--- src/sv/gsff_pkg.sv ---
// Shared constants, operation codes and transaction types of the grid slot table.
package gsff_pkg;

  localparam int ROWS   = 8;
  localparam int COLS   = 8;
  localparam int NSLOTS = ROWS * COLS;
  localparam int IDX_W  = (NSLOTS > 1) ? $clog2(NSLOTS) : 1;
  localparam int PTR_W  = $clog2(NSLOTS + 1);

  localparam int KIND_W   = 2;
  localparam int ROW_W    = 3;
  localparam int COL_W    = 3;
  localparam int ID_W     = 16;
  localparam int STATUS_W = 2;

  localparam logic [KIND_W-1:0] KIND_STORE  = 2'd0;
  localparam logic [KIND_W-1:0] KIND_REMOVE = 2'd1;
  localparam logic [KIND_W-1:0] KIND_READ   = 2'd2;
  localparam logic [KIND_W-1:0] KIND_LOCATE = 2'd3;

  localparam logic [STATUS_W-1:0] STATUS_OK        = 2'd0;
  localparam logic [STATUS_W-1:0] STATUS_RANGE     = 2'd1;
  localparam logic [STATUS_W-1:0] STATUS_NOT_FOUND = 2'd2;

  typedef struct packed {
    logic [KIND_W-1:0] kind;
    logic              use_first_free;
    logic [ROW_W-1:0]  slot_row;
    logic [COL_W-1:0]  slot_col;
    logic [ID_W-1:0]   item_id;
  } req_t;

  typedef struct packed {
    logic [STATUS_W-1:0] status;
    logic [ID_W-1:0]     item_out;
    logic [ROW_W-1:0]    found_row;
    logic [COL_W-1:0]    found_col;
    logic                grid_full;
  } rsp_t;

endpackage

--- src/sv/grid_slot_table_first_free_unit.sv ---
// Grid slot table with a first-free pointer: store, remove, read and locate.
//
//   channel | signals                              | direction | carries
//   --------+--------------------------------------+-----------+-----------------------
//   in      | in_valid_i, in_ready_o, in_data_i    | into unit | one operation (req_t)
//   out     | out_valid_o, out_ready_i, out_data_o | out       | one result (rsp_t)
//
// Sequencing: one operation at a time. Store, remove and read pass through slot read,
//   execute and result load from acceptance to a valid result. A store that
//   fills the first free slot then scans onward slot by slot for the next
//   empty one, up to NSLOTS. Locate reads one slot per cycle through the slot
//   memory's single read port, then does the result load.
// Reset: per-slot occupancy bits clear at once; no clearing pass over the memory.
// Stalls: a new transaction is taken while a result waits in the output register;
//   a second result holds in its final state until that register drains.
module grid_slot_table_first_free_unit (
  input  logic           clk_i,
  input  logic           rst_ni,
  input  logic           in_valid_i,
  output logic           in_ready_o,
  input  gsff_pkg::req_t in_data_i,
  output logic           out_valid_o,
  input  logic           out_ready_i,
  output gsff_pkg::rsp_t out_data_o
);
  import gsff_pkg::*;

  typedef enum logic [2:0] {
    S_IDLE,
    S_EXEC,
    S_ADV,
    S_LOC,
    S_DONE
  } state_e;

  state_e            state_q, state_d;
  req_t              req_q, req_d;
  rsp_t              res_q, res_d;
  rsp_t              out_q, out_d;
  logic              out_valid_q, out_valid_d;
  logic [PTR_W-1:0]  idx_q, idx_d;
  logic              range_q, range_d;
  logic [PTR_W-1:0]  free_q, free_d;
  logic [NSLOTS-1:0] valid_q, valid_d;
  logic [PTR_W-1:0]  scan_q, scan_d;
  logic              pend_q, pend_d;
  logic [IDX_W-1:0]  pend_idx_q, pend_idx_d;

  // Slot memory: nonzero identifiers only; a clear valid bit means an empty slot.
  logic             ram_we;
  logic [IDX_W-1:0] ram_raddr;
  logic [ID_W-1:0]  ram_rdata;

  logic             in_accept;
  logic             in_range;
  logic [IDX_W-1:0] in_idx;
  logic             slot_hit;
  logic [ID_W-1:0]  slot_item;
  logic             loc_match;

  gsff_ram #(
    .WIDTH (ID_W),
    .DEPTH (NSLOTS)
  ) u_slot_ram (
    .clk_i   (clk_i),
    .we_i    (ram_we),
    .waddr_i (idx_q[IDX_W-1:0]),
    .wdata_i (req_q.item_id),
    .raddr_i (ram_raddr),
    .rdata_o (ram_rdata)
  );

  assign in_ready_o  = (state_q == S_IDLE);
  assign in_accept   = in_valid_i && in_ready_o;
  assign out_valid_o = out_valid_q;
  assign out_data_o  = out_q;

  // Address decode of the incoming transaction: either coordinate out of range flags it.
  assign in_range = (32'(in_data_i.slot_row) < ROWS) && (32'(in_data_i.slot_col) < COLS);
  assign in_idx   = in_range ?
                    IDX_W'(32'(in_data_i.slot_row) * COLS + 32'(in_data_i.slot_col)) : '0;

  // Read the addressed slot on acceptance; sweep the table during locate.
  assign ram_raddr = (state_q == S_LOC) ? scan_q[IDX_W-1:0] : in_idx;

  assign slot_hit  = valid_q[idx_q[IDX_W-1:0]];
  assign slot_item = slot_hit ? ram_rdata : '0;

  // An empty slot matches only the zero identifier.
  assign loc_match = valid_q[pend_idx_q] ? (ram_rdata == req_q.item_id)
                                         : (req_q.item_id == '0);

  assign ram_we = (state_q == S_EXEC) && (req_q.kind == KIND_STORE) && range_q &&
                  (req_q.item_id != '0);

  always_comb begin
    state_d     = state_q;
    req_d       = req_q;
    res_d       = res_q;
    out_d       = out_q;
    out_valid_d = out_valid_q;
    idx_d       = idx_q;
    range_d     = range_q;
    free_d      = free_q;
    valid_d     = valid_q;
    scan_d      = scan_q;
    pend_d      = pend_q;
    pend_idx_d  = pend_idx_q;

    // Drain the output register when the consumer takes the transaction.
    if (out_valid_q && out_ready_i) begin
      out_valid_d = 1'b0;
    end

    case (state_q)
      S_IDLE: begin
        if (in_accept) begin
          req_d = in_data_i;
          res_d = '0;
          if ((in_data_i.kind == KIND_STORE) && in_data_i.use_first_free) begin
            idx_d   = free_q;
            range_d = (32'(free_q) < NSLOTS);
          end else begin
            idx_d   = PTR_W'(in_idx);
            range_d = in_range;
          end
          if (in_data_i.kind == KIND_LOCATE) begin
            scan_d  = '0;
            pend_d  = 1'b0;
            state_d = S_LOC;
          end else begin
            state_d = S_EXEC;
          end
        end
      end

      S_EXEC: begin
        state_d = S_DONE;
        if (!range_q) begin
          res_d.status = STATUS_RANGE;
        end else if (req_q.kind == KIND_STORE) begin
          res_d.item_out  = req_q.item_id;
          res_d.found_row = ROW_W'(idx_q / COLS);
          res_d.found_col = COL_W'(idx_q % COLS);
          valid_d[idx_q[IDX_W-1:0]] = (req_q.item_id != '0);
          if ((req_q.item_id != '0) && (idx_q == free_q)) begin
            // Filled the first free slot: search onward for the next empty one.
            scan_d  = free_q + PTR_W'(1);
            state_d = S_ADV;
          end else if ((req_q.item_id == '0) && (idx_q < free_q)) begin
            free_d = idx_q;
          end
        end else begin
          res_d.item_out = slot_item;
          if (req_q.kind == KIND_REMOVE) begin
            valid_d[idx_q[IDX_W-1:0]] = 1'b0;
            if (idx_q < free_q) begin
              free_d = idx_q;
            end
          end
        end
      end

      S_ADV: begin
        if ((32'(scan_q) >= NSLOTS) || !valid_q[scan_q[IDX_W-1:0]]) begin
          free_d  = scan_q;
          state_d = S_DONE;
        end else begin
          scan_d = scan_q + PTR_W'(1);
        end
      end

      S_LOC: begin
        if (pend_q && loc_match) begin
          res_d.item_out  = req_q.item_id;
          res_d.found_row = ROW_W'(pend_idx_q / COLS);
          res_d.found_col = COL_W'(pend_idx_q % COLS);
          state_d         = S_DONE;
        end else if (32'(scan_q) < NSLOTS) begin
          // Issue the next slot read; its data is checked in the next cycle.
          pend_d     = 1'b1;
          pend_idx_d = scan_q[IDX_W-1:0];
          scan_d     = scan_q + PTR_W'(1);
        end else begin
          res_d.status = STATUS_NOT_FOUND;
          state_d      = S_DONE;
        end
      end

      S_DONE: begin
        // Hold the result until the output register is free.
        if (!out_valid_q || out_ready_i) begin
          out_d           = res_q;
          out_d.grid_full = (32'(free_q) >= NSLOTS);
          out_valid_d     = 1'b1;
          state_d         = S_IDLE;
        end
      end

      default: begin
        state_d = S_IDLE;
      end
    endcase
  end

  always_ff @(posedge clk_i or negedge rst_ni) begin
    if (!rst_ni) begin
      state_q     <= S_IDLE;
      req_q       <= '0;
      res_q       <= '0;
      out_q       <= '0;
      out_valid_q <= 1'b0;
      idx_q       <= '0;
      range_q     <= 1'b0;
      free_q      <= '0;
      valid_q     <= '0;
      scan_q      <= '0;
      pend_q      <= 1'b0;
      pend_idx_q  <= '0;
    end else begin
      state_q     <= state_d;
      req_q       <= req_d;
      res_q       <= res_d;
      out_q       <= out_d;
      out_valid_q <= out_valid_d;
      idx_q       <= idx_d;
      range_q     <= range_d;
      free_q      <= free_d;
      valid_q     <= valid_d;
      scan_q      <= scan_d;
      pend_q      <= pend_d;
      pend_idx_q  <= pend_idx_d;
    end
  end

  // The free pointer never runs past the full mark.
  a_free_bound: assert property (@(posedge clk_i) disable iff (!rst_ni)
    32'(free_q) <= NSLOTS)
    else $error("free pointer beyond full mark");

  // Between transactions the slot under the free pointer is empty.
  a_free_empty: assert property (@(posedge clk_i) disable iff (!rst_ni)
    (state_q == S_IDLE) && (32'(free_q) < NSLOTS) |-> !valid_q[free_q[IDX_W-1:0]])
    else $error("free pointer marks an occupied slot");

  // Slot memory writes happen only while executing a store.
  a_write_exec: assert property (@(posedge clk_i) disable iff (!rst_ni)
    ram_we |-> (state_q == S_EXEC) && (req_q.kind == KIND_STORE))
    else $error("slot write outside store execution");

  // A finished result lands in the output register once it is free.
  a_result_load: assert property (@(posedge clk_i) disable iff (!rst_ni)
    (state_q == S_DONE) && (!out_valid_q || out_ready_i) |=> out_valid_q && in_ready_o)
    else $error("result not loaded");

endmodule

--- src/sv/gsff_ram.sv ---
// Generic single-write, single-read RAM with registered read data.
module gsff_ram #(
  parameter int WIDTH = 16,
  parameter int DEPTH = 64
) (
  input  logic                                       clk_i,
  input  logic                                       we_i,
  input  logic [((DEPTH > 1) ? $clog2(DEPTH) : 1)-1:0] waddr_i,
  input  logic [WIDTH-1:0]                           wdata_i,
  input  logic [((DEPTH > 1) ? $clog2(DEPTH) : 1)-1:0] raddr_i,
  output logic [WIDTH-1:0]                           rdata_o
);

  logic [WIDTH-1:0] mem_q [DEPTH];
  logic [WIDTH-1:0] rdata_q;

  always_ff @(posedge clk_i) begin
    if (we_i) begin
      mem_q[waddr_i] <= wdata_i;
    end
    rdata_q <= mem_q[raddr_i];
  end

  assign rdata_o = rdata_q;

endmodule

--- config.mk ---
export PLATFORM = sky130hd
export DESIGN_NAME = grid_slot_table_first_free_unit
export DESIGN_NICKNAME = d
export VERILOG_FILES = /design/src/sv/gsff_pkg.sv /design/src/sv/grid_slot_table_first_free_unit.sv /design/src/sv/gsff_ram.sv
export SDC_FILE = /design/constraint.sdc
export NUM_CORES = 2
export LEC_CHECK = 0
export BUFFER_PORTS_ARGS = -buffer_cell sky130_fd_sc_hd__buf_2
export CAP_MARGIN = 5
export CORE_MARGIN = 5
export CORE_UTILIZATION = 37
export DETAILED_ROUTE_END_ITERATION = 8
export SYNTH_ARGS = -nofsm -noshare
export SYNTH_HDL_FRONTEND = slang
export SYNTH_HIERARCHICAL = 1
export SYNTH_SLANG_ARGS = --single-unit
export TNS_END_PERCENT = 30
--- constraint.sdc ---
create_clock -name clk_i -period 8.3 [get_ports clk_i]
set_clock_uncertainty 0.1 [all_clocks]
set_input_delay 0.83 -clock clk_i [delete_from_list [all_inputs] [get_ports clk_i]]
set_output_delay 0.83 -clock clk_i [all_outputs]
set_load 0.02 [all_outputs]
# Word level (Yosys, flattened, before mapping)

Memory sizes are Yosys's and may differ from the RTL's. A register that Yosys moved wholly into a read port is not among the register bits.
Cells that the tools add are included.

Flip-flop bits (word level): 164
RAM bits: 1024
Input port bits: 29
Logic and storage cells: 159
Memories kept: 1

Memories:

| memory           | words | width | rd ports | clocked after Yosys merged registers in | write ports | RTL line       | text |
|---|---|---|---|---|---|---|---|
| u_slot_ram.mem_q | 64    | 16    | 1        | 1                                       | 1           | gsff_ram.sv:14 | `logic [WIDTH-1:0] mem_q [DEPTH];` |

Add/sub/neg operators: 3
Magnitude comparators: 9
Equal/unequal tests: 26
Mux-type cells: 62
Bitwise gates (word level): 3
Reductions and logical operators: 35

Operators by type and width:

| kind                  | number |
|---|---|
| $mux W64              | 2 |
| $mux W7               | 16 |
| $pmux W24 S3          | 1 |
| $and A64 B64 Y64      | 1 |
| $bwmux W64            | 1 |
| $not A64 Y64          | 1 |
| $mux W22              | 2 |
| $mux W16              | 2 |
| $pmux W7 S4           | 1 |
| $mux W25              | 1 |
| $mux W3               | 8 |
| $lt A6 B7 Y1 const B  | 3 |
| $bmux W1 S6           | 3 |
| $eq A16 B16 Y1        | 1 |
| $logic_not A16 Y1     | 1 |
| $reduce_bool A16 Y1   | 1 |
| $mux W1               | 15 |
| $pmux W3 S5           | 1 |
| $reduce_and A5 Y1     | 3 |
| $add A7 B1 Y7 const B | 2 |
| $ge A7 B7 Y1 const B  | 2 |
| $lt A7 B7 Y1 const B  | 2 |
| $ne A2 B2 Y1 const B  | 7 |
| $pmux W7 S2           | 1 |
| 31 further kinds      | 60 |

# Depth between registers and ports, before layout

Depth in word-level cells: 8
Depth in mapped cells: 17
Depth with buffers taken out: 10

# Modules after synthesis

The synthesis kept the hierarchy.

Modules (own cells, without submodules):

| module                          | times used | cells an instance | area each (sq um) | sequential area each (sq um) |
|---|---|---|---|---|
| gsff_ram                        | 1          | 1829              | 40039.7           | 31069.8 |
| grid_slot_table_first_free_unit | 1          | 869               | 9586.7            | 4103.9 |

# Least setup slack after synthesis

Ideal clock, no wire load.

Path type: register to register
Start point: register req_q[0] (netlist bit)
End point: memory u_slot_ram.mem_q[49][0], enable pin
Arrival time: 3.438 ns
Required time: 7.791 ns
Path slack: 4.353 ns
Stages on the path, launching flop included: 9
Path buffers: 0
Period minus slack after synthesis: 3.947 ns
Cells stage by stage: dfrtp_1 nor4_1 nand4_1 nor2b_1 nand2_1 nor2_1 nor2b_1 nand4_1 nor3_1

Longest elaborated chain between the ends: 4

RTL lines:

| element                       | RTL line                               | text |
|---|---|---|
| start, declared               | grid_slot_table_first_free_unit.sv:37  | `req_t req_q, req_d;` |
| start signal, assigned        | grid_slot_table_first_free_unit.sv:222 | `req_q <= req_d;` |
| $reduce_bool A16 Y1           | grid_slot_table_first_free_unit.sv:94  | `(req_q.item_id != '0);` |
| $logic_and A1 B1 Y1           | grid_slot_table_first_free_unit.sv:93  | `assign ram_we = (state_q == S_EXEC) && (req_q.kind == KIND_STORE) && range_q &&` |
| named net ram_we              | grid_slot_table_first_free_unit.sv:50  | `logic ram_we;` |
| $mux W1                       | gsff_ram.sv:18                         | `if (we_i) begin` |
| $mux W1 (implied by the code) | gsff_ram.sv:19                         | `mem_q[waddr_i] <= wdata_i;` |
| end, declared                 | gsff_ram.sv:14                         |  |

The timed path passes the listed nets, and every way through them passes these cells.

# Final worst setup path

Start point: register state_q[1]
End point: register u_slot_ram.rdata_q[1], in the netlist u_slot_ram/rdata_o[1] (read register of u_slot_ram.mem_q)

Longest elaborated chain between the ends: 2

RTL lines:

| element                | RTL line                               | text |
|---|---|---|
| start, declared        | grid_slot_table_first_free_unit.sv:36  | `state_e state_q, state_d;` |
| start signal, assigned | grid_slot_table_first_free_unit.sv:221 | `state_q <= state_d;` |
| $eq A3 B2 Y1           | grid_slot_table_first_free_unit.sv:84  | `assign ram_raddr = (state_q == S_LOC) ? scan_q[IDX_W-1:0] : in_idx;` |
| $mux W6                | grid_slot_table_first_free_unit.sv:84  |  |
| named net ram_raddr[0] | grid_slot_table_first_free_unit.sv:51  | `logic [IDX_W-1:0] ram_raddr;` |
| end, declared          | gsff_ram.sv:15                         | `logic [WIDTH-1:0] rdata_q;` |

The timed path passes the listed nets, and every way through them passes these cells.
A chain may end at the register's enable or synchronous reset.

==> reports/qor.log <==
[status] result of the run finished clean
[clock_network] CTS H-Tree Depth 4
[grt] leftover overflow at the end of global routing 0
[worst_setup_path] capture instance of the worst register-to-register path u_slot_ram/rdata_o[1]$_DFF_P_
[clock_network] number of cells upsized or downsized after cts 0
[clock_network] number of buffers inserted for hold repair after clock tree synthesis 0
[sta] setup repair after global routing missed its margin false
[layout] area used by sequential logic in the layout 35,200 sq um
[power] power density over cell area 315 nW/um^2
[place] pre-CTS worst setup slack 3.07 ns
[sta] max_slew headroom 19.2%
[detailed_routing] Routed Wire Length 125 mm
[clock_network] total setup buffers inserted after CTS 0
[yosys] area fraction of the dominant cell type after synthesis 62.0%
[sta] total negative slack for setup checks 0 ns
[sta] post-route minimum period 5.38 ns
[grt] vias in the first global route 26,434
[worst_setup_path] Worst path slowest cell sky130_fd_sc_hd__a31oi_1
[yosys] most frequent cells after synthesis sky130_fd_sc_hd__edfxtp_1 (1,024), sky130_fd_sc_hd__mux4_2 (248), sky130_fd_sc_hd__nand2_1 (178)
[worst_setup_path] sort of element at the start of the critical path flip-flop
[detailed_routing] total DRC errors in the routed layout 0
[layout] area growth from synthesis to final layout 13.4%
[grt] fraction of met1 tracks used by global routing 24.1%
[worst_setup_path] buffers and inverters on the worst path 2
[yosys] average footprint of a synthesized cell 18.4 sq um
[die] Core ar. 133,000 sq um
[grt] overall track demand over capacity in global routing 17.5%
[worst_setup_path] largest stage delay on the critical path 0.65 ns
[die] initial cell density of the core 37.2%
[grt] global-route wire length before repair 183 mm
[grt] number of antenna violations at the first check in global routing 7
[yosys] Post-Synthesis Cells 2,698
[layout] count of non-filler cells in the finished layout 4,700
[clock_network] Skew-Pair Late Insertion Delay 0.75 ns
[sta] total count of max-transition violations in the final report 0
[sta] Hold Vio Cnt, Final 0
[worst_setup_path] minimum setup slack among reg-to-reg paths 2.92 ns
[clock_network] root cell of the clock tree sky130_fd_sc_hd__clkbuf_16
[yosys] post-synthesis net count 2,735
[clock_network] maximum root-to-sink buffer count 3
[clock_network] CTS sink count 1,204
[yosys] post-synthesis cell type with the largest combined area sky130_fd_sc_hd__edfxtp_1
[yosys] part of the Yosys area used for sequential elements 70.9%
[worst_setup_path] CP Class reg -> reg
[power] Leakage Power 18.9 nW
[worst_setup_path] maximum fanout along the worst path 109
[worst_setup_path] worst endpoint data arrival time 5.85 ns
[yosys] library cell with the highest instance count after synthesis sky130_fd_sc_hd__edfxtp_1
[worst_setup_path] family of cells with the greatest summed delay on the critical path simple AND/OR/NAND/NOR gates
[worst_setup_path] reg2reg path depth 11
[yosys] number of distinct library cells after synthesis 70
[grt] global routing met3 resource utilization 3.24%
[place] GP Congestion 0.862
[clock_network] clock transition at the registers of the reported paths 0.06 ns
[grt] routing layer with the top usage in global route met2
[worst_setup_path] cell chain of the critical path nor2b_1 > and2_1 > nand2_1 > nand2_4 > buf_12 > buf_4 > mux4_2 > nor2b_1 > a211o_1 > a31oi_1 > a311oi_1
[layout] multi-input combinational cell area 13,400 sq um
[die] Die Y-Extent 376 um
[die] DIE AREA 142,000 sq um
[clock_network] clock tree from TritonCTS built
[sta] pin slew with the least headroom to its limit 1.21 ns
[power] Peak VDD IR 313 uV
[detailed_routing] DRT antenna net count 0
[detailed_routing] via density per instance 5.57
[worst_setup_path] Levels on crit path 11
[clock_network] clock buffer count from CTS 130
[place] total instance count after detailed placement 4,460
[yosys] number of flops mapped to enable cells by yosys 1,024
[grt] maximum number of pins on one net before global-route repair 117
[die] FP Rows 134
[worst_hold_path] type of the worst min-delay path in -> async
[yosys] share of flip-flops with an asynchronous set or reset after synthesis 13.6%
[layout] layout filler cell count 11,697
[worst_setup_path] kind of capture point of the worst setup path flip-flop
[yosys] top post-synthesis cells by area sky130_fd_sc_hd__edfxtp_1 (62%), sky130_fd_sc_hd__mux4_2 (11%), sky130_fd_sc_hd__dfrtp_1 (8.3%)
[die] Die X 376 um
[layout] Final Net Count 2,862
[place] final HPWL from detailed placement 74.9 mm
[place] number of buffers added on ports 55
[yosys] main flop type after synthesis sky130_fd_sc_hd__edfxtp_1
[grt] met2 Resource Use GR 28.6%
[yosys] count of synthesis-stage warnings from yosys 6
[die] Boundary Pins 56
[detailed_routing] Detailed Routing Iterations Pass 1 6
[layout] share of cells above drive strength 1 26.9%
[yosys] #FFs+latches synth 1,204
[worst_setup_path] dominant cell type by count on the critical path sky130_fd_sc_hd__nor2b_1
[sta] fmax 186 MHz
[sta] fin worst setup slack 2.92 ns
[job] number of max-cap violations 0
[detailed_routing] initial detailed-routing violation count 2,799
[detailed_routing] total vias in the final route 26,193
[worst_setup_path] data required time of the critical path 8.77 ns
[worst_setup_path] source of the worst register-to-register timing path state_q[1]$_DFFE_PN0P_
[sta] part of the cycle the worst path needs 64.8%
[sta] total of endpoints with negative setup slack in the final report 0
[yosys] post-synthesis instance area 49,600 sq um
[detailed_routing] Routed WL per cell 26.7 um
-- kinds of logic after synthesis --
family / synth area share [%]
AOI/OAI and AO/OA: 4.06
and+or+nand+nor: 4.53
xor gates and xnor gates: 0.300
muxes: 17.8
DFF: 70.9
adders and majority gates: 0.202
buffers and inverters: 2.21
-- layout make-up --
class                           instances  share of cell area [%]
Inverter                               21                   0.140
Tap cell                             1768                    3.93
Antenna cell                            6                  0.0267
Clock buffer                          170                    6.19
Sequential cell                      1204                    62.5
Multi-Input combinational cell       1306                    23.8
Clock inverter                         63                    1.34
Timing Repair Buffer                  162                    2.02
-- power by group --
group          internal [mW]  switching (mW)
combinational           1.31            2.63
clock                   3.34            2.37
sequential              7.69           0.391
total                   12.3            5.39
-- flip-flops by register name, indices dropped and copies added, names as in the netlist --
name	count
valid_q	64
out_valid_o	1
free_q	7
state_q	3
range_q	1
pend_q	1
req_q	18
scan_q	7
res_q	24
u_slot_ram/mem_q	1024
idx_q	7
u_slot_ram/rdata_o	16
pend_idx_q	6
out_data_o	25
-- placed cells by master (no fill, tap or decap), types with 21 or more instances in the layout --
cell type / instances
sky130_fd_sc_hd__edfxtp_1: 1024
sky130_fd_sc_hd__mux4_2: 248
sky130_fd_sc_hd__nand2_1: 174
sky130_fd_sc_hd__dfrtp_1: 148
sky130_fd_sc_hd__mux2_2: 145
sky130_fd_sc_hd__clkbuf_16: 132
sky130_fd_sc_hd__mux2i_1: 128
sky130_fd_sc_hd__nor2_1: 108
sky130_fd_sc_hd__buf_4: 103
sky130_fd_sc_hd__buf_2: 54
sky130_fd_sc_hd__a22oi_1: 45
sky130_fd_sc_hd__nor2b_1: 44
sky130_fd_sc_hd__nand3_1: 40
sky130_fd_sc_hd__a21oi_1: 37
sky130_fd_sc_hd__clkbuf_1: 34
sky130_fd_sc_hd__o21ai_0: 28
sky130_fd_sc_hd__a221o_1: 28
sky130_fd_sc_hd__a221oi_1: 25
sky130_fd_sc_hd__o22a_1: 22
sky130_fd_sc_hd__inv_1: 21
-- metal layers --
| metal | routed length, um | vias to the layer above |
|---|---|---|
| li1 | - | 11151 |
| met1 | 52400 | 13828 |
| met2 | 61200 | 1010 |
| met3 | 8630 | 204 |
| met4 | 3180 | 0 |
| met5 | 0 | - |
-- worst max path at each step --
stage	end	start	slack, ns
2_1_floorplan	u_slot_ram/mem_q[49][0]$_DFFE_PP_	req_q[0]$_DFFE_PN0P_	4.35
3_3_place_gp	u_slot_ram/rdata_o[1]$_DFF_P_	state_q[1]$_DFFE_PN0P_	3.12
3_5_place_dp	u_slot_ram/rdata_o[0]$_DFF_P_	state_q[1]$_DFFE_PN0P_	3.07
4_1_cts	u_slot_ram/rdata_o[0]$_DFF_P_	state_q[1]$_DFFE_PN0P_	3.02
5_1_grt	u_slot_ram/rdata_o[3]$_DFF_P_	state_q[1]$_DFFE_PN0P_	2.64
6_report	u_slot_ram/rdata_o[1]$_DFF_P_	state_q[1]$_DFFE_PN0P_	2.92
-- stage by stage --
step                instance area [sq um]  util, %  hold WS, ns  total power, mW
finish                              56300     42.2       0.0433             17.7
global route                        56300     42.2       0.0923             18.4
CTS                                 56300     42.2       0.0282             17.9
detailed placement                  52000     39.0        0.390             12.1
global placement                    52000     39.0        0.383             12.0
floorplan                           49600        -        0.369             10.6
No activity file was read; power rests on OpenSTA's default activity.
